===== src/rtl/core/mcg_pkg.sv =====
// Shared types and constants for the midpoint circle generator.
`default_nettype none

package mcg_pkg;

    // Default coordinate width of the centre and octant registers.
    localparam int COORD_BITS_DEF = 13;

    // Depth of the descriptor queue between front and back end.
    localparam int QUEUE_DEPTH = 2;

    // Input word kind carried on the input tuser bit.
    typedef enum logic {
        CMD_START   = 1'b0,
        CMD_ADVANCE = 1'b1
    } mcg_cmd_t;

    // Per-set flags that travel with each descriptor.
    typedef struct packed {
        logic fill;
        logic done;
    } mcg_flags_t;

    // Last result index of a set, by mode.
    localparam logic [2:0] LAST_IDX_SPAN  = 3'd3;
    localparam logic [2:0] LAST_IDX_POINT = 3'd7;

endpackage

`default_nettype wire


===== src/rtl/core/mcg_front.sv =====
// Front end: accepts command words, steps the octant state and queues at most one set descriptor per word.
`default_nettype none

module mcg_front #(
    parameter int COORD_BITS = mcg_pkg::COORD_BITS_DEF,
    localparam int RADIUS_W = COORD_BITS - 2,
    localparam int DEC_W    = COORD_BITS + 3,
    localparam int DESC_W   = 4 * COORD_BITS + 2
) (
    input  wire logic                         aclk,
    input  wire logic                         aresetn,
    input  wire logic                         in_valid,
    output logic                              in_ready,
    input  wire mcg_pkg::mcg_cmd_t            in_cmd,
    input  wire logic signed [COORD_BITS-1:0] in_center_x,
    input  wire logic signed [COORD_BITS-1:0] in_center_y,
    input  wire logic [RADIUS_W-1:0]          in_radius,
    input  wire logic                         in_filled,
    output logic                              q_push,
    output logic [DESC_W-1:0]                 q_data,
    input  wire logic                         q_full
);
    import mcg_pkg::*;

    logic signed [COORD_BITS-1:0] cx_reg, cx_next;
    logic signed [COORD_BITS-1:0] cy_reg, cy_next;
    logic signed [COORD_BITS-1:0] x_reg, x_next;
    logic signed [COORD_BITS-1:0] y_reg, y_next;
    logic signed [DEC_W-1:0]      d_reg, d_next;
    logic                         fill_reg, fill_next;
    logic                         active_reg, active_next;
    logic                         accept;
    logic                         step_ok;
    logic signed [COORD_BITS-1:0] x_inc, y_dec;
    logic signed [DEC_W-1:0]      x_inc_e, y_dec_e, radius_e;
    mcg_flags_t                   flags;

    assign in_ready = !q_full;
    assign accept   = in_valid && in_ready;
    assign step_ok  = active_reg && !(y_reg < x_reg);

    assign x_inc    = x_reg + COORD_BITS'(1);
    assign y_dec    = y_reg - COORD_BITS'(1);
    assign x_inc_e  = DEC_W'(x_inc);
    assign y_dec_e  = DEC_W'(y_dec);
    assign radius_e = DEC_W'({1'b0, in_radius});

    always_comb begin
        cx_next     = cx_reg;
        cy_next     = cy_reg;
        x_next      = x_reg;
        y_next      = y_reg;
        d_next      = d_reg;
        fill_next   = fill_reg;
        active_next = active_reg;
        q_push      = 1'b0;
        flags.fill  = fill_reg;
        flags.done  = 1'b0;
        if (accept) begin
            if (in_cmd == CMD_START) begin
                cx_next     = in_center_x;
                cy_next     = in_center_y;
                fill_next   = in_filled;
                x_next      = '0;
                y_next      = COORD_BITS'({1'b0, in_radius});
                d_next      = DEC_W'(3) - (radius_e <<< 1);
                active_next = 1'b1;
                q_push      = 1'b1;
                flags.fill  = in_filled;
            end else if (step_ok) begin
                x_next = x_inc;
                if (d_reg > 0) begin
                    y_next = y_dec;
                    d_next = d_reg + ((x_inc_e - y_dec_e) <<< 2) + DEC_W'(10);
                end else begin
                    d_next = d_reg + (x_inc_e <<< 2) + DEC_W'(6);
                end
                flags.done  = (y_next < x_next);
                active_next = !flags.done;
                q_push      = 1'b1;
            end else begin
                active_next = 1'b0;
            end
        end
    end

    assign q_data = {flags, y_next, x_next, cy_next, cx_next};

    always_ff @(posedge aclk) begin
        if (!aresetn) begin
            cx_reg     <= '0;
            cy_reg     <= '0;
            x_reg      <= '0;
            y_reg      <= '0;
            d_reg      <= '0;
            fill_reg   <= 1'b0;
            active_reg <= 1'b0;
        end else begin
            cx_reg     <= cx_next;
            cy_reg     <= cy_next;
            x_reg      <= x_next;
            y_reg      <= y_next;
            d_reg      <= d_next;
            fill_reg   <= fill_next;
            active_reg <= active_next;
        end
    end

endmodule

`default_nettype wire


===== src/rtl/core/mcg_queue.sv =====
// Short descriptor queue between front and back end.
`default_nettype none

module mcg_queue #(
    parameter int WIDTH = 8,
    localparam int DEPTH = mcg_pkg::QUEUE_DEPTH,
    localparam int PTR_W = (DEPTH > 1) ? $clog2(DEPTH) : 1,
    localparam int CNT_W = $clog2(DEPTH + 1)
) (
    input  wire logic             aclk,
    input  wire logic             aresetn,
    input  wire logic             push,
    input  wire logic [WIDTH-1:0] push_data,
    output logic                  full,
    input  wire logic             pop,
    output logic [WIDTH-1:0]      pop_data,
    output logic                  not_empty
);
    import mcg_pkg::*;

    logic [WIDTH-1:0] mem_reg [DEPTH];
    logic [PTR_W-1:0] wr_ptr_reg, wr_ptr_next;
    logic [PTR_W-1:0] rd_ptr_reg, rd_ptr_next;
    logic [CNT_W-1:0] count_reg, count_next;

    assign full      = (count_reg == CNT_W'(DEPTH));
    assign not_empty = (count_reg != '0);
    assign pop_data  = mem_reg[rd_ptr_reg];

    always_comb begin
        wr_ptr_next = wr_ptr_reg;
        rd_ptr_next = rd_ptr_reg;
        count_next  = count_reg;
        if (push) begin
            wr_ptr_next = (wr_ptr_reg == PTR_W'(DEPTH - 1)) ? '0 : wr_ptr_reg + PTR_W'(1);
        end
        if (pop) begin
            rd_ptr_next = (rd_ptr_reg == PTR_W'(DEPTH - 1)) ? '0 : rd_ptr_reg + PTR_W'(1);
        end
        if (push && !pop) begin
            count_next = count_reg + CNT_W'(1);
        end else if (pop && !push) begin
            count_next = count_reg - CNT_W'(1);
        end
    end

    always_ff @(posedge aclk) begin
        if (push) begin
            mem_reg[wr_ptr_reg] <= push_data;
        end
    end

    always_ff @(posedge aclk) begin
        if (!aresetn) begin
            wr_ptr_reg <= '0;
            rd_ptr_reg <= '0;
            count_reg  <= '0;
        end else begin
            wr_ptr_reg <= wr_ptr_next;
            rd_ptr_reg <= rd_ptr_next;
            count_reg  <= count_next;
        end
    end

endmodule

`default_nettype wire


===== src/rtl/core/mcg_back.sv =====
// Back end: expands one set descriptor into points or spans, one word per unstalled cycle.
`default_nettype none

module mcg_back #(
    parameter int COORD_BITS = mcg_pkg::COORD_BITS_DEF,
    localparam int OUT_W  = COORD_BITS + 1,
    localparam int DESC_W = 4 * COORD_BITS + 2
) (
    input  wire logic                    aclk,
    input  wire logic                    aresetn,
    input  wire logic                    q_valid,
    input  wire logic [DESC_W-1:0]       q_data,
    output logic                         q_pop,
    output logic                         out_valid,
    input  wire logic                    out_ready,
    output logic signed [OUT_W-1:0]      out_left,
    output logic signed [OUT_W-1:0]      out_right,
    output logic signed [OUT_W-1:0]      out_row,
    output logic                         out_last,
    output logic                         out_done
);
    import mcg_pkg::*;

    logic [DESC_W-1:0]            desc_reg;
    logic                         busy_reg, busy_next;
    logic [2:0]                   idx_reg, idx_next;
    logic                         valid_reg, valid_next;
    logic signed [OUT_W-1:0]      left_reg, right_reg, row_reg;
    logic                         last_reg, done_reg;

    logic signed [COORD_BITS-1:0] cx, cy, x, y;
    mcg_flags_t                   flags;
    logic signed [OUT_W-1:0]      cx_e, cy_e, x_e, y_e, a_e, b_e, abs_a;
    logic signed [OUT_W-1:0]      col, left_c, right_c, row_c;
    logic                         swap, row_neg, is_last, out_load;

    assign {flags, y, x, cy, cx} = desc_reg;

    assign cx_e = {cx[COORD_BITS-1], cx};
    assign cy_e = {cy[COORD_BITS-1], cy};
    assign x_e  = {x[COORD_BITS-1], x};
    assign y_e  = {y[COORD_BITS-1], y};

    // Spans walk rows cy+-y then cy+-x; points walk the eight mirrors in pairs.
    assign swap    = flags.fill ? idx_reg[1] : idx_reg[2];
    assign row_neg = flags.fill ? idx_reg[0] : idx_reg[1];
    assign a_e     = swap ? y_e : x_e;
    assign b_e     = swap ? x_e : y_e;
    assign abs_a   = a_e[OUT_W-1] ? -a_e : a_e;
    assign col     = idx_reg[0] ? (cx_e - a_e) : (cx_e + a_e);
    assign left_c  = flags.fill ? (cx_e - abs_a) : col;
    assign right_c = flags.fill ? (cx_e + abs_a) : col;
    assign row_c   = row_neg ? (cy_e - b_e) : (cy_e + b_e);
    assign is_last = (idx_reg == (flags.fill ? LAST_IDX_SPAN : LAST_IDX_POINT));

    assign out_load = busy_reg && (!valid_reg || out_ready);
    assign q_pop    = q_valid && (!busy_reg || (out_load && is_last));

    always_comb begin
        busy_next  = busy_reg;
        idx_next   = idx_reg;
        valid_next = valid_reg;
        if (out_ready) begin
            valid_next = 1'b0;
        end
        if (out_load) begin
            valid_next = 1'b1;
            idx_next   = idx_reg + 3'd1;
            if (is_last) begin
                busy_next = 1'b0;
            end
        end
        if (q_pop) begin
            busy_next = 1'b1;
            idx_next  = '0;
        end
    end

    always_ff @(posedge aclk) begin
        if (q_pop) begin
            desc_reg <= q_data;
        end
        if (out_load) begin
            left_reg  <= left_c;
            right_reg <= right_c;
            row_reg   <= row_c;
            last_reg  <= is_last;
            done_reg  <= flags.done;
        end
    end

    always_ff @(posedge aclk) begin
        if (!aresetn) begin
            busy_reg  <= 1'b0;
            idx_reg   <= '0;
            valid_reg <= 1'b0;
        end else begin
            busy_reg  <= busy_next;
            idx_reg   <= idx_next;
            valid_reg <= valid_next;
        end
    end

    assign out_valid = valid_reg;
    assign out_left  = left_reg;
    assign out_right = right_reg;
    assign out_row   = row_reg;
    assign out_last  = last_reg;
    assign out_done  = done_reg;

endmodule

`default_nettype wire


===== src/rtl/core/midpoint_circle_generator.sv =====
// The first word of a set passes through the queue, the descriptor register and the output register.
// One result word per cycle while m_axis_tready holds; a command yields eight words in outline
// mode and four in filled mode, on the single result channel that the back end drives.
// An advance command with no circle in progress produces no words.
// Reset (aresetn low, synchronous) clears the circle state, the queue and the output stage.
// After reset no circle is in progress and the centre, octant point and decision are zero.
`default_nettype none

module midpoint_circle_generator #(
    parameter int COORD_BITS = mcg_pkg::COORD_BITS_DEF,
    localparam int RADIUS_W  = COORD_BITS - 2,
    localparam int OUT_W     = COORD_BITS + 1,
    localparam int IN_BITS   = 3 * COORD_BITS - 1,
    localparam int IN_W      = ((IN_BITS + 7) / 8) * 8,
    localparam int OUT_BITS  = 3 * OUT_W,
    localparam int OUT_W_BUS = ((OUT_BITS + 7) / 8) * 8,
    localparam int DESC_W    = 4 * COORD_BITS + 2
) (
    input  wire logic                 aclk,
    input  wire logic                 aresetn,
    // Command words.
    input  wire logic                 s_axis_tvalid,
    output logic                      s_axis_tready,
    // tdata, lowest bit up: center_x, center_y, radius, filled, zero padding.
    input  wire logic [IN_W-1:0]      s_axis_tdata,
    // tuser: command (start or advance).
    input  wire logic                 s_axis_tuser,
    // Result words.
    output logic                      m_axis_tvalid,
    input  wire logic                 m_axis_tready,
    // tdata, lowest bit up: span_left, span_right, span_row, zero padding.
    output logic [OUT_W_BUS-1:0]      m_axis_tdata,
    // tlast: last_of_set.
    output logic                      m_axis_tlast,
    // tuser: circle_done.
    output logic                      m_axis_tuser
);
    import mcg_pkg::*;

    // Unpacked command fields.
    logic signed [COORD_BITS-1:0] in_center_x, in_center_y;
    logic [RADIUS_W-1:0]          in_radius;
    logic                         in_filled;
    mcg_cmd_t                     in_cmd;

    // Descriptor queue between the front end and the back end.
    logic                         q_push, q_full, q_pop, q_valid;
    logic [DESC_W-1:0]            q_wdata, q_rdata;

    // Back end result fields.
    logic signed [OUT_W-1:0]      span_left, span_right, span_row;

    assign in_center_x = s_axis_tdata[COORD_BITS-1:0];
    assign in_center_y = s_axis_tdata[2*COORD_BITS-1:COORD_BITS];
    assign in_radius   = s_axis_tdata[2*COORD_BITS+RADIUS_W-1:2*COORD_BITS];
    assign in_filled   = s_axis_tdata[2*COORD_BITS+RADIUS_W];
    assign in_cmd      = mcg_cmd_t'(s_axis_tuser);

    // The front end owns the circle state: a start word reloads it and queues a descriptor
    // of the centre, octant point and fill and done flags; an advance word runs one midpoint
    // step, queuing one if a circle was in progress. It stalls only when the queue is full.
    mcg_front #(
        .COORD_BITS (COORD_BITS)
    ) u_front (
        .aclk        (aclk),
        .aresetn     (aresetn),
        .in_valid    (s_axis_tvalid),
        .in_ready    (s_axis_tready),
        .in_cmd      (in_cmd),
        .in_center_x (in_center_x),
        .in_center_y (in_center_y),
        .in_radius   (in_radius),
        .in_filled   (in_filled),
        .q_push      (q_push),
        .q_data      (q_wdata),
        .q_full      (q_full)
    );

    mcg_queue #(
        .WIDTH (DESC_W)
    ) u_queue (
        .aclk      (aclk),
        .aresetn   (aresetn),
        .push      (q_push),
        .push_data (q_wdata),
        .full      (q_full),
        .pop       (q_pop),
        .pop_data  (q_rdata),
        .not_empty (q_valid)
    );

    // The back end walks each descriptor through its eight points or four spans, writing
    // one word per cycle into the output register while m_axis_tready allows, and fetches
    // the next one in the cycle that issues the last word of a set, so sets follow gap-free.
    mcg_back #(
        .COORD_BITS (COORD_BITS)
    ) u_back (
        .aclk      (aclk),
        .aresetn   (aresetn),
        .q_valid   (q_valid),
        .q_data    (q_rdata),
        .q_pop     (q_pop),
        .out_valid (m_axis_tvalid),
        .out_ready (m_axis_tready),
        .out_left  (span_left),
        .out_right (span_right),
        .out_row   (span_row),
        .out_last  (m_axis_tlast),
        .out_done  (m_axis_tuser)
    );

    assign m_axis_tdata = OUT_W_BUS'({span_row, span_right, span_left});

    // The queue is never written while full: the front end's ready follows the full flag.
    assert property (@(posedge aclk) disable iff (!aresetn) !(q_push && q_full))
        else $error("descriptor queue written while full");

    // The back end never fetches from an empty queue.
    assert property (@(posedge aclk) disable iff (!aresetn) !(q_pop && !q_valid))
        else $error("descriptor fetched from an empty queue");

    // An accepted advance word that finds the circle finished queues nothing, so a word
    // accepted right after a done-flagged descriptor was queued must not push again
    // unless it is a start.
    assert property (@(posedge aclk) disable iff (!aresetn)
        (q_push && q_wdata[0 + 4*COORD_BITS])
            |=> !(q_push && s_axis_tvalid && s_axis_tready && (in_cmd == CMD_ADVANCE)))
        else $error("advance word stepped a finished circle");

endmodule

`default_nettype wire

===== config.mk =====
export PLATFORM = sky130hd
export DESIGN_NAME = midpoint_circle_generator
export DESIGN_NICKNAME = d
export VERILOG_FILES = /design/src/rtl/core/mcg_pkg.sv /design/src/rtl/core/mcg_front.sv /design/src/rtl/core/mcg_queue.sv /design/src/rtl/core/mcg_back.sv /design/src/rtl/core/midpoint_circle_generator.sv
export SDC_FILE = /design/constraint.sdc
export NUM_CORES = 1
export LEC_CHECK = 0
export BUFFER_PORTS_ARGS = -buffer_cell sky130_fd_sc_hd__buf_2
export CAP_MARGIN = 20
export CELL_PAD_IN_SITES_DETAIL_PLACEMENT = 0
export CELL_PAD_IN_SITES_GLOBAL_PLACEMENT = 2
export CORE_ASPECT_RATIO = 1.75
export CORE_MARGIN = 4
export CORE_UTILIZATION = 41
export DETAILED_ROUTE_END_ITERATION = 10
export PLACE_DENSITY_LB_ADDON = 0.1
export SYNTH_ARGS = -nofsm -noshare
export SYNTH_HDL_FRONTEND = slang
export SYNTH_SLANG_ARGS = --single-unit

===== constraint.sdc =====
create_clock -name aclk -period 5.2 [get_ports aclk]
set_input_delay 1.04 -clock aclk [delete_from_list [all_inputs] [get_ports aclk]]
set_output_delay 1.04 -clock aclk [all_outputs]
set_load 0.005 [all_outputs]

=== Word level (Yosys, flattened, before mapping) ===
Memories as Yosys holds them, arrays and structs flattened. A register that Yosys moved wholly into a read port is not among the register bits.
Index checks and enable logic that the tools add are counted.

* Bitwise logic cells: 1
* $mul: 0
* Shifts and indexed selects: 0
* Div/mod/pow operators: 0
* Mux-type cells: 47
* Eq/ne operators: 3
* Add/subtract/negate cells: 20
* Reduce and logical (&&, ||, !) cells: 24
* Magnitude comparators: 3

{| class="wikitable"
|+ Operators with widths
! kind !! number
|-
| $mux 13 || 14
|-
| $mux 14 || 7
|-
| $mux 16 || 3
|-
| $add 13x14->14 || 3
|-
| $sub 13x14->14 || 3
|-
| $lt 13x13->1 || 2
|-
| $mux 1 || 19
|-
| $add 16x15->16 || 1
|-
| $add 16x16->16 || 1
|-
| $add 16x4->16 const B || 1
|-
| $add 16x5->16 const B || 1
|-
| $gt 16x1->1 const B || 1
|-
| $neg 14->14 || 1
|-
| $sub 13x13->14 || 1
|-
| $add 13x2->13 const B || 1
|-
| $sub 13x2->13 const B || 1
|-
| $sub 2x12->13 const A || 1
|-
| $reduce_bool 2->1 || 5
|-
| $logic_and 1x1->1 || 7
|-
| $logic_not 1->1 || 7
|-
| $mux 2 || 3
|-
| $reduce_and 2->1 || 2
|-
| $add 3x1->3 const B || 1
|-
| $eq 3x3->1 || 1
|-
| other kinds (9) || 11
|}

* Latch bits: 0
* RAM bits: 108
* Register bits: 123
* Word-level logic and storage cells: 117
* Output and inout port bits: 52
* Input port bits: 45
* Memories kept: 1
* Bits in read-only memories: 0

{| class="wikitable"
|+ Memory list
! name !! depth !! bits a word !! read ports !! clocked after memory_dff !! wr ports !! RTL line !! source
|-
| u_queue.mem_reg || 2 || 54 || 1 || 1 || 1 || mcg_queue.sv:21 || <nowiki>logic [WIDTH-1:0] mem_reg [DEPTH];</nowiki>
|}

=== Longest topological paths before layout ===
Gate-level depths: netlist (run 1).

* Depth after elaboration: 10
* Mapped depth: 22
* Depth with buffers taken out: 21

=== Cells and area by module ===
From an unflattened synthesis (run 1), not the netlist that was laid out.

* Cells, all modules: 1,727
* Area total of the unflattened synthesis: 17,812.1 um^2

{| class="wikitable"
|+ By module, submodules not included
! module !! cells each !! seq. area each (um^2) !! area an instance (um^2) !! times used
|-
| mcg_back || 671 || 3,012.9 || 7,139.3 || 1
|-
| mcg_front || 859 || 1,401.3 || 6,490.0 || 1
|-
| mcg_queue || 190 || 3,343.2 || 4,134.0 || 1
|-
| midpoint_circle_generator || 7 || 0.0 || 48.8 || 1
|}

=== Worst setup path before layout (run 1) ===
No wires, ideal clock.

* Path type: input port to flip-flop
* From: in m_axis_tready
* To: reg u_back.desc_reg[0] (read register of u_queue.mem_reg) (enable)
* Library setup time: 0.408 ns
* Arrival time: 4.154 ns
* Slack: 0.638 ns
* Stages: 6
* Required time: 4.792 ns
* Buffers on the path: 1
* Cells stage by stage: nand2b_1 > and2_1 > clkbuf_1 > a21oi_1 > o21bai_1 > inv_1

* Word-level cells in the longest chain between the ends: 5

{| class="wikitable"
|+ RTL lines
! what !! RTL line !! source
|-
| start: declaration || midpoint_circle_generator.sv:30 || <nowiki>input wire logic m_axis_tready,</nowiki>
|-
| $logic_or 1x1->1 || mcg_back.sv:56 || <nowiki>assign out_load = busy_reg && (!valid_reg || out_ready);</nowiki>
|-
| $logic_and 1x1->1 || mcg_back.sv:56 ||
|-
| named net u_back.out_load || mcg_back.sv:35 || <nowiki>logic swap, row_neg, is_last, out_load;</nowiki>
|-
| $logic_and 1x1->1 || mcg_back.sv:57 || <nowiki>assign q_pop = q_valid && (!busy_reg || (out_load && is_last));</nowiki>
|-
| $logic_or 1x1->1 || mcg_back.sv:57 ||
|-
| $logic_and 1x1->1 || mcg_back.sv:57 ||
|-
| named net q_pop || midpoint_circle_generator.sv:47 || <nowiki>logic q_push, q_full, q_pop, q_valid;</nowiki>
|-
| end: declaration || mcg_back.sv:24 || <nowiki>logic [DESC_W-1:0] desc_reg;</nowiki>
|}

The timed path passes the listed nets, and every way through them passes these cells.
A chain may end at the register's enable or synchronous reset.

=== Final worst setup path (run 1) ===
* From: reg u_front.y_reg[0]
* To: reg u_front.d_reg[15]

* Word-level cells in the longest chain between the ends: 7
* Elaborated cells on any way between the ends: 12
* Classes of those cells: 4 x add/sub; 1 x order compare; 1 x eq/ne; 3 x mux; 3 x reduce/logical

{| class="wikitable"
|+ RTL lines
! what !! RTL line !! source
|-
| start: declaration || mcg_front.sv:28 || <nowiki>logic signed [COORD_BITS-1:0] y_reg, y_next;</nowiki>
|-
| start signal: assignment || mcg_front.sv:102 || <nowiki>y_reg <= y_next;</nowiki>
|-
| $sub 13x2->13 || mcg_front.sv:43 || <nowiki>assign y_dec = y_reg - COORD_BITS'(1);</nowiki>
|-
| $sub 13x13->14 || mcg_front.sv:74 || <nowiki>d_next = d_reg + ((x_inc_e - y_dec_e) <<< 2) + DEC_W'(10);</nowiki>
|-
| $add 16x16->16 || mcg_front.sv:74 ||
|-
| $add 16x5->16 || mcg_front.sv:74 ||
|-
| $mux 16 || mcg_front.sv:72 || <nowiki>if (d_reg > 0) begin</nowiki>
|-
| $mux 16 || mcg_front.sv:70 || <nowiki>end else if (step_ok) begin</nowiki>
|-
| $mux 16 || mcg_front.sv:60 || <nowiki>if (in_cmd == CMD_START) begin</nowiki>
|-
| end signal: assignment || mcg_front.sv:103 || <nowiki>d_reg <= d_next;</nowiki>
|-
| end: declaration || mcg_front.sv:29 || <nowiki>logic signed [DEC_W-1:0] d_reg, d_next;</nowiki>
|}

Several ways; a longest one is shown, not always the timed one. The select of a mux whose other input is x is not followed.

==> summary.md, run 1 <==
| Metric | Value |
|---|---|
| Outcome | `complete, no violations` |
| Min-delay src | `u_back.desc_reg[52]` |
| Top cells by area, synth | `edfxtp_1 (35%), ha_1 (11%), dfxtp_1 (9.0%)` |
| Diodes inserted | `0` |
| WL/cell | `roughly 20 µm` |
| Register bit total from synthesis | `about 280` |
| Ys async rst share | `0%` |
| Cell taking the most area after synthesis | `edfxtp_1` |
| Flop pwr share | `between 30% and 40%` |
| All-Layer GR Usage | `a little over 20%` |
| RSZ-0062 raised after global routing | `false` |
| Clock power frac | `between 10 and 15%` |
| Fin util | `between 40% and 50%` |
| Routability Congestion | `between 0.8 and 0.9` |
| Sw Pwr | `roughly 0.005 W` |
| Core area | `42,500 µm²` |
| Die width | `~160 µm` |
| Most frequent cells in the layout | `edfxtp_1 (205), nand2_1 (196), ha_1 (152)` |
| Arrival time at the worst endpoint | `between 5 and 6 ns` |
| Vias after detailed routing | `~13,000` |
| Worst Slack Setup Final | `between 0.3 and 0.4 ns` |
| Maximum VDD drop | `318 µV` |
| Final Hold Fails | `0` |
| Max-Cap Viols | `0` |
| Hold path depth | `0` |
| Clock root cell | `clkbuf_16` |
| Total detailed-routing wirelength | `between 40,000 and 50,000 µm` |
| Lkg Pwr | `between 7 and 8 nW` |
| P_int | `0.00704 W` |
| I/O Pins | `just under 100` |
| Number of remaining DRC errors | `0` |
| Layout cells sized above 1 | `a little over an eighth` |
| Worst r2r src | `u_front.y_reg[0]` |
| Starting density of the core | `41.4%` |
| Hold_buf cts | `0` |
| Synthesized area per cell | `10.0 µm²` |
| Clock transition at the registers of the reported paths | `roughly 0.070 ns` |
| Logic pwr share | `between 50% and 60%` |
| Share of the synthesized area in the top cell type | `about a third` |
| Die height | `between 200 and 300 µm` |
| Sw Ratio | `41.6%` |
| Cell row count | `100` |
| Pre-antenna DRT Iters | `4` |
| Worst-Skew Late Latency | `0.55 ns` |
| Vias in the first global route | `13,408` |
| Max reg flops | `approximately 110` |
| Crit-path max FO | `5` |
| Multi-input gate area | `approximately 9000 µm²` |
| Worst R2R End | `u_front.d_reg[15]` |
| Drt via density | `about 5.4` |
| Post-Route Skew | `around 0.020 ns` |
| Ys Warns | `0` |
| Setup bufs post-CTS | `0` |
| # nets final | `between 2,000 and 2,500` |
| Htree depth | `1` |
| Sequential Area | `~7700 µm²` |
| Post-cts sizing count | `0` |
| Synth cell types | `between 70 and 80` |
| Maximum clock rate | `a little over 0.2 GHz` |
| Iter 0 DRT Violations | `589` |
| Worst Path Required | `~5.6 ns` |
| Power Dens Cells | `around 600 nW/µm²` |
| Mapped Area | `approximately 18,000 µm²` |
| GR Overflow Total | `0` |
| DPL Wire Length | `37,800 µm` |
| Pre-CTS WS | `0.322 ns` |
| Largest net degree at the start of global routing | `55` |
| Worst Max-Slew Pin Slew | `about 1.1 ns` |
| WHS Endpoint | `u_back.out_done` |
| Slew Limit Fails | `0` |
| Setup TNS Final | `0 ns` |
| Clock buffer depth | `3` |
| Tightest Hold Check Type | `flop to flop` |
| Fillers | `between 4,000 and 5,000` |
| CP Class | `flop to flop` |
| Post-synth EDFFs | `roughly 200` |
| Register area share after synthesis | `44.0%` |
| CTS tree | `done` |
| Clk sinks | `284` |
| Minimum clock period after layout | `approximately 4.8 ns` |
| Cells after synthesis | `around 1,800` |
| Worst R2R Path Depth | `20` |
| Layout area overhead | `11.2%` |
| TritonCTS Buffers | `27` |
| CP Capture Type | `flop` |
| Final setup viols | `0` |
| Main synth FF type | `edfxtp_1` |
| Worst R2R Setup Slack | `between 0.3 and 0.4 ns` |
| CP startpoint kind | `flop` |
| PortBufs | `88` |
| Die area | `~46,000 µm²` |
| Slew headroom | `between 20% and 30%` |
| Commonest non-fill, non-tap cell in the layout | `edfxtp_1` |
| First-pass GRT wire length | `73,800 µm` |
| Antenna violations before repair | `0` |
| Post-route ant nets | `0` |
| Final period utilization | `between 90 and 100%` |
-- final cells by class --
class	instances	share of cell area, %
Timing Repair Buffer	132	4.00
Clock inverter	15	0.461
Clock buffer	34	3.59
Multi-Input combinational cell	1305	47.1
Inverter	89	1.71
Sequential cell	284	39.6
Tap cell	561	3.59
-- logic make-up (layout without fill, tap and decap cells) --
group | count (synthesis) | in the layout | share of synthesized area (%)
mux | 90 | 90 | 5.59
fa+ha+maj | 159 | 159 | 11.6
flops | 284 | 284 | 44.0
simple gates | 495 | 495 | 12.9
buf+inv | 168 | 270 | 3.83
other cells | 1 | 6 | 0.0213
xor+xnor | 154 | 154 | 7.67
compound gates | 401 | 401 | 14.4
-- cell usage after synthesis, types with 4 or more instances --
| cell | n |
|---|---|
| or2_2 | 4 |
| a2111oi_0 | 5 |
| buf_1 | 4 |
| a31oi_1 | 16 |
| o31ai_1 | 7 |
| o41ai_1 | 4 |
| o21ai_0 | 71 |
| a21oi_1 | 130 |
| and3_1 | 16 |
| dfxtp_1 | 79 |
| o211ai_1 | 16 |
| or3_1 | 17 |
| nand3_1 | 36 |
| nand2b_1 | 13 |
| and2_1 | 5 |
| inv_1 | 89 |
| xnor2_1 | 81 |
| a211o_1 | 4 |
| o21bai_1 | 13 |
| nor3_1 | 56 |
| a211oi_1 | 22 |
| o22ai_1 | 26 |
| clkbuf_1 | 61 |
| ha_1 | 152 |
| nor2b_1 | 18 |
| buf_4 | 8 |
| a21o_1 | 25 |
| buf_2 | 5 |
| a21boi_0 | 7 |
| nor4_1 | 7 |
| mux2i_1 | 31 |
| nor2_1 | 103 |
| edfxtp_1 | 205 |
| nand4_1 | 8 |
| o21a_1 | 16 |
| a41oi_1 | 5 |
| mux2_2 | 56 |
| o2111ai_1 | 5 |
| fa_1 | 7 |
| nand2_1 | 196 |
| xor2_1 | 73 |
-- worst max-delay path: stages (launching register included) --
cell,delay (ns)
dfxtp_1,0.44
inv_1,0.13
ha_1,0.36
fa_1,0.44
a21o_1,0.18
a21oi_1,0.26
o21ai_0,0.20
a21o_1,0.22
a21o_1,0.21
nand3_1,0.17
nand2_1,0.09
xor2_1,0.16
ha_1,0.28
ha_1,0.35
nand4_1,0.09
o31ai_1,0.28
buf_4,0.18
mux2i_1,0.22
nand3_1,0.09
a21oi_1,0.22
o22ai_1,0.11
-- metrics by stage --
step | instance area [µm²] | total power, W | hold slack (ns) | std cells
2_1_floorplan | 17600 | 0.00849 | 0.400 | 1757
3_3_place_gp | 18800 | 0.0103 | 0.410 | 2371
3_5_place_dp | 18800 | 0.0104 | 0.445 | 2371
4_1_cts | 19600 | 0.0122 | 0.460 | 2420
5_1_grt | 19600 | 0.0131 | 0.469 | 2420
6_report | 19600 | 0.0121 | 0.451 | 2420
-- metal layers --
metal  up-vias  global-route usage [%]  part of all wire, %
met4         0                    8.60                  4.6
met2       200                    43.5                   59
met3        84                    1.52                  2.2
met5         -                       0                    0
li1       6503                       -                    -
met1      6250                    19.6                   34
-- how the worst max path moves through the flow --
| stage | endpoint | from | cells after the start | slack, ns |
|---|---|---|---|---|
| after floorplan | u_back.desc_reg[0] | m_axis_tready | 6 | 0.64 |
| after global placement | u_front.d_reg[15] | u_front.x_reg[0] | 19 | 0.36 |
| after detailed placement | u_front.d_reg[15] | u_front.x_reg[0] | 19 | 0.32 |
| after CTS | u_front.d_reg[15] | u_front.x_reg[0] | 19 | 0.30 |
| after global routing | u_front.d_reg[15] | u_front.x_reg[0] | 19 | 0.08 |
| final | u_front.d_reg[15] | u_front.y_reg[0] | 20 | 0.37 |
-- power by group through the flow --
stage / sequential [W] / clock, W / combinational (W)
CTS: 0.00363 / 0.00185 / 0.00674
detailed placement: 0.00368 / 0 / 0.00671
floorplan: 0.00357 / 0 / 0.00492
global route: 0.00367 / 0.00194 / 0.00746
finish: 0.00362 / 0.00180 / 0.00664
global placement: 0.00366 / 0 / 0.00668
Note: power is estimated with default switching activity, not from simulation.
==> run 2: changes to the inputs <==
--- a/config.mk
+++ b/config.mk
@@ -13,6 +13,7 @@
 export CORE_MARGIN = 4
 export CORE_UTILIZATION = 41
 export DETAILED_ROUTE_END_ITERATION = 10
+export MAX_ROUTING_LAYER = met4
 export PLACE_DENSITY_LB_ADDON = 0.1
 export SYNTH_ARGS = -nofsm -noshare
 export SYNTH_HDL_FRONTEND = slang
==> run 2 against run 1 <==
  * Total power hardly changed
  * Worst hold slack better by 0.0031 ns
  * Critical path depth is 1 lower
  * Maximum frequency hardly changed
  * Clock skew is 0.0031 ns lower
  * Clock power hardly changed
  * Via count hardly changed
  * Flip-flop and latch count stayed put
  * First-iteration DRC count is 2.7% lower
  * Non-clock buffer count stayed put
==> summary.md, run 2 (same netlist as run 1, synthesis figures left out) <==
| Metric | Value |
|---|---|
| Post-cts sizing count | `0` |
| Antenna violations before repair | `0` |
| GR Overflow Total | `0` |
| Critical path launch point | `u_front.y_reg[0]` |
| Sw Ratio | `between 40% and 50%` |
| Crit path buf inv count | `1` |
| Layout area overhead | `11.2%` |
| Final instance area | `roughly 20,000 µm²` |
| CP Class | `flop to flop` |
| Worst R2R Path Depth | `19` |
| Die area | `around 46,000 µm²` |
| First-pass GRT wire length | `73,700 µm` |
| Vias after detailed routing | `approximately 13,000` |
| Slew headroom | `between 20 and 30%` |
| Cell row count | `100` |
| Commonest non-fill, non-tap cell in the layout | `edfxtp_1` |
| Delay of the slowest cell on the worst path | `0.42 ns` |
| DP Area | `~19,000 µm²` |
| Cell at the slowest stage of the critical path | `nor3b_2` |
| Outcome | `complete, no violations` |
| Sw Pwr | `around 0.005 W` |
| Worst R2R End | `u_front.d_reg[15]` |
| All-Layer GR Usage | `between 20% and 30%` |
| Clock transition at the registers of the reported paths | `0.07 ns` |
| Critical path cell sequence | `inv_1 > ha_1 > nor3b_2 > nand2_1 > xor2_1 > ha_1 > o21a_1 > o211ai_1 > a21oi_1 > a21oi_1 > xnor2_1 > ha_1 > ha_1 > or2_2 > a211oi_1 > a211oi_1 > a21o_1 > a21oi_1 > o22ai_1` |
| Pre-antenna DRT Iters | `5` |
| CP dominant cell by count | `ha_1` |
| Crit-path max FO | `5` |
| Clock power frac | `between 10% and 20%` |
| DPL Wire Length | `between 30,000 and 40,000 µm` |
| Starting density of the core | `between 40% and 50%` |
| Delay-heaviest family, CP | `compound AO/OA/AOI/OAI gates` |
| Clk sinks | `between 200 and 300` |
| Diodes inserted | `0` |
| Worst Max-Slew Pin Slew | `1.07 ns` |
| Worst Path Required | `roughly 5.6 ns` |
| Final period utilization | `around 93%` |
| PortBufs | `88` |
| Total detailed-routing wirelength | `~48,000 µm` |
| CP startpoint kind | `flop` |
| Slew Limit Fails | `0` |
| RSZ-0062 raised after global routing | `false` |
| Worst R2R Setup Slack | `about 0.38 ns` |
| Max-Cap Viols | `0` |
| Final setup viols | `0` |
| TritonCTS Buffers | `27` |
| Routability Congestion | `approximately 0.9` |
| Clock root cell | `clkbuf_16` |
| Power Dens Cells | `just over 600 nW/µm²` |
| Drt via density | `about 5.4` |
| Fin util | `46.0%` |
| Most frequent cells in the layout | `edfxtp_1 (205), nand2_1 (196), ha_1 (152)` |
| Vias in the first global route | `~13,000` |
| Setup bufs post-CTS | `0` |
| Core area | `roughly 43,000 µm²` |
| Largest net degree at the start of global routing | `between 50 and 60` |
| Die height | `282 µm` |
| WP depth | `19` |
| Worst-Skew Late Latency | `about 0.55 ns` |
| Tightest Hold Check Type | `flop to flop` |
| Iter 0 DRT Violations | `approximately 570` |
| Lkg Pwr | `roughly 8.0 nW` |
| CTS tree | `done` |
| Maximum VDD drop | `around 310 µV` |
| Hold_buf cts | `0` |
| Htree depth | `1` |
| Maximum clock rate | `~0.21 GHz` |
| Max reg flops | `108` |
| Worst Setup EP | `u_front.d_reg[15]` |
| Post-Route Skew | `between 0.015 and 0.02 ns` |
| Die width | `approximately 160 µm` |
| Number of remaining DRC errors | `0` |
| Fillers | `between 4,000 and 5,000` |
| Final Hold Fails | `0` |
| # nets final | `roughly 2,000` |
| P_int | `around 0.007 W` |
| CP Capture Type | `flop` |
| WL/cell | `19.9 µm` |
| Worst r2r src | `u_front.y_reg[0]` |
| Layout cells sized above 1 | `between 10% and 20%` |
| Clock buffer depth | `3` |
| Logic pwr share | `a little under three fifths` |
| Arrival time at the worst endpoint | `5.25 ns` |
| Minimum clock period after layout | `slightly below 5 ns` |
| Flop pwr share | `between 30% and 40%` |
| Post-route ant nets | `0` |
| Setup TNS Final | `0 ns` |
| I/O Pins | `a little under 100` |
==> run 2: cell counts in the layout (fill, tap and decap cells not counted) <==
No cell type changed its count.
==> run 2: power groups by stage <==
stage	logic (W)	clock network [W]	registers, W
floorplan	0.00492	0	0.00357
global placement	0.00668	0	0.00366
detailed placement	0.00671	0	0.00368
CTS	0.00674	0.00185	0.00363
global route	0.00746	0.00194	0.00367
finish	0.00664	0.00180	0.00362
==> run 2: worst min-delay path by stage <==
stage	cells after the start	slack [ns]	startpoint	endpoint
final	0	0.45	u_back.desc_reg[52]	u_back.out_done
after global routing	0	0.47	u_back.desc_reg[52]	u_back.out_done
after floorplan	0	0.40	u_back.desc_reg[52]	u_back.out_done
after CTS	0	0.46	u_back.desc_reg[52]	u_back.out_done
after detailed placement	0	0.45	u_back.desc_reg[52]	u_back.out_done
after global placement	0	0.41	u_back.desc_reg[52]	u_back.out_done
==> run 2: area by class of cell <==
| class | count | area [µm²] | share of cell area, % |
|---|---|---|---|
| multi-input cells | 1305 | 9210 | 47.1 |
| flip-flops and latches | 284 | 7740 | 39.6 |
| repair buffers | 132 | 783 | 4.00 |
| clock buffers | 34 | 702 | 3.59 |
| well taps | 561 | 702 | 3.59 |
| inverters | 89 | 334 | 1.71 |
| clock inverters | 15 | 90.1 | 0.461 |
==> run 2: worst register-to-register path, stage by stage (launching register included) <==
cell	delay [ns]
dfxtp_1	0.37
inv_1	0.15
ha_1	0.24
nor3b_2	0.42
nand2_1	0.16
xor2_1	0.18
ha_1	0.34
o21a_1	0.16
o211ai_1	0.18
a21oi_1	0.38
a21oi_1	0.14
xnor2_1	0.18
ha_1	0.26
ha_1	0.33
or2_2	0.30
a211oi_1	0.28
a211oi_1	0.10
a21o_1	0.20
a21oi_1	0.22
o22ai_1	0.11
==> run 2: layer usage <==
layer	vias to the layer above	part of all wire, %	global-route usage (%)
met5	-	0	-
met4	0	4.6	8.60
met3	86	2.4	1.52
met2	223	60	43.6
met1	6219	34	19.5
li1	6498	-	-
==> run 2: metrics by stage <==
stage / instances / hold WS (ns) / power, W / worst slack [ns]
after floorplan: 1757 / 0.400 / 0.00849 / 0.638
after global placement: 2371 / 0.410 / 0.0103 / 0.358
after detailed placement: 2371 / 0.445 / 0.0104 / 0.322
after CTS: 2420 / 0.460 / 0.0122 / 0.302
after global routing: 2420 / 0.469 / 0.0131 / 0.0781
final: 2420 / 0.454 / 0.0121 / 0.376
==> run 3: changes to the inputs <==
--- a/config.mk
+++ b/config.mk
@@ -15,6 +15,9 @@
 export DETAILED_ROUTE_END_ITERATION = 10
 export MAX_ROUTING_LAYER = met4
 export PLACE_DENSITY_LB_ADDON = 0.1
+export RECOVER_POWER = 100
+export REMOVE_ABC_BUFFERS = 1
+export SETUP_SLACK_MARGIN = 0.1
 export SYNTH_ARGS = -nofsm -noshare
 export SYNTH_HDL_FRONTEND = slang
 export SYNTH_SLANG_ARGS = --single-unit
==> run 3 against run 2 <==
  * The run now ends with capacitance limit, slew limit left
  * Largest power group unchanged
  * Sequential share of layout area hardly changed
  * Maximum frequency up 0.48%
  * Clock power rose by 12%
  * Critical path type unchanged
==> summary.md, run 3 (same netlist as run 1, synthesis figures left out) <==
| Metric | Value |
|---|---|
| Number of remaining DRC errors | `0` |
| Largest net degree at the start of global routing | `between 50 and 60` |
| Worst Slack Setup Final | `0.399 ns` |
| Hold_buf cts | `0` |
| Tightest Hold Check Type | `flop to flop` |
| GR Overflow Total | `0` |
| Slew Limit Fails | `172` |
| Met2 WL post-DR | `about 28,000 µm` |
| Post-cts sizing count | `0` |
| Routability Congestion | `0.888` |
| Flop pwr share | `approximately 29%` |
| Final period utilization | `between 90% and 100%` |
| Lkg Pwr | `7.89 nW` |
| Logic pwr share | `between 50% and 60%` |
| Die height | `282 µm` |
| DPL Wire Length | `between 30,000 and 40,000 µm` |
| Placed insts | `around 2,400` |
| Minimum clock period after layout | `approximately 4.8 ns` |
| Sw Ratio | `42.0%` |
| Outcome | `complete, but fails checks` |
| Clock power frac | `16.3%` |
| Most frequent cells in the layout | `edfxtp_1 (205), nand2_1 (196), ha_1 (152)` |
| Pre-CTS WS | `0.508 ns` |
| Layout area overhead | `11.3%` |
| Max reg flops | `108` |
| Worst-Skew Late Latency | `0.55 ns` |
| P_int | `0.00716 W` |
| CP Capture Type | `flop` |
| Post-Route Skew | `roughly 0.013 ns` |
| Max layer used | `met4` |
| Final setup viols | `0` |
| Setup bufs post-CTS | `0` |
| Clock root cell | `clkbuf_16` |
| Starting density of the core | `~41%` |
| Total detailed-routing wirelength | `between 40,000 and 50,000 µm` |
| Routed wl met3 | `~1300 µm` |
| # nets final | `~2,000` |
| Setup TNS Final | `0 ns` |
| Maximum VDD drop | `between 300 and 400 µV` |
| Diodes inserted | `0` |
| Crit-path max FO | `54` |
| PortBufs | `88` |
| Final Hold Fails | `0` |
| Vias in the first global route | `13,585` |
| Antenna violations before repair | `0` |
| CP startpoint kind | `flop` |
| Layout cells sized above 1 | `around 11%` |
| Failing checks | `capacitance limit, slew limit` |
| First-pass GRT wire length | `74,800 µm` |
| Clk sinks | `284` |
| Non-Filler Instances | `2,422` |
| Iter 0 DRT Violations | `538` |
| Max-Cap Viols | `4` |
| Met1 WL | `between 15,000 and 20,000 µm` |
| Slew headroom | `-97.1%` |
| Clock transition at the registers of the reported paths | `0.07 ns` |
| Die area | `about 46,000 µm²` |
| Worst Path Required | `5.33 ns` |
| All-Layer GR Usage | `between 20% and 30%` |
| Clock buffer depth | `3` |
| TritonCTS Buffers | `27` |
| Maximum clock rate | `~0.21 GHz` |
| Power Dens Cells | `about 630 nW/µm²` |
| Vias after detailed routing | `13,046` |
| Cell row count | `100` |
| WL/cell | `~20 µm` |
| Die width | `about 160 µm` |
| Sw Pwr | `between 0.005 and 0.006 W` |
| Drt via density | `~5.4` |
| RSZ-0062 raised after global routing | `false` |
| Post-route ant nets | `0` |
| Htree depth | `1` |
| Commonest non-fill, non-tap cell in the layout | `edfxtp_1` |
| Worst Max-Slew Pin Slew | `between 2 and 3 ns` |
| Arrival time at the worst endpoint | `about 5 ns` |
| I/O Pins | `between 90 and 100` |
| CTS tree | `done` |
| Worst hold margin | `about 0.43 ns` |
| Core area | `42,500 µm²` |
| CP Class | `flop to flop` |
| Pre-antenna DRT Iters | `5` |
-- run 3: changes by cell type in the layout (fill, tap and decap cells not counted), moves of 6 or more --
cell,before,now
buf_4,43,30
buf_2,88,62
clkinv_2,7,1
clkbuf_1,7,42
-- run 3: cell type report --
type / count / area [µm²]
Tap cell: 561 / 702
Inverter: 89 / 334
Sequential cell: 284 / 7740
Fill cell: 4107 / 23000
Multi-Input combinational cell: 1305 / 9210
Clock buffer: 29 / 683
Timing Repair Buffer: 134 / 698
Clock inverter: 20 / 211
-- run 3: through the flow --
step | area, µm² | power (W) | utilization (%)
CTS | 19700 | 0.0126 | 46.3
detailed placement | 18800 | 0.0105 | 44.2
floorplan | 17300 | 0.00842 | -
global placement | 18800 | 0.0104 | 44.2
global route | 19600 | 0.0134 | 46.0
finish | 19600 | 0.0123 | 46.0
-- run 3: worst paths after layout --
check	slack, ns	endpoint	from	cells past startpoint
min	0.43	u_back.out_done	u_back.desc_reg[52]	0
max	0.40	u_queue.mem_reg[0][14]	u_front.x_reg[7]	12
min reg2reg	0.43	u_back.out_done	u_back.desc_reg[52]	0
max reg2reg	0.40	u_queue.mem_reg[0][14]	u_front.x_reg[7]	12
-- run 3: power by group through the flow --
stage	clock network [W]	logic [W]	registers (W)
finish	0.00201	0.00671	0.00362
floorplan	0	0.00476	0.00367
CTS	0.00207	0.00687	0.00361
detailed placement	0	0.00684	0.00366
global route	0.00216	0.00753	0.00368
global placement	0	0.00677	0.00364
-- run 3: critical path, cell delays in order (launching register included) --
cell,delay (ns)
dfxtp_1,0.44
inv_1,0.10
ha_1,0.31
a21o_1,0.18
a21oi_1,0.28
o2111ai_1,0.28
a211oi_1,0.41
nor2_1,0.09
clkbuf_1,0.44
a21oi_1,0.99
or3_1,0.24
clkinv_1,0.06
clkbuf_4,0.45
-- run 3: routing by layer --
layer | vias up | GRT usage (%)
met3 | 115 | 1.53
met5 | - | -
met2 | 229 | 42.3
met1 | 6178 | 20.5
li1 | 6524 | -
met4 | 0 | 11.0
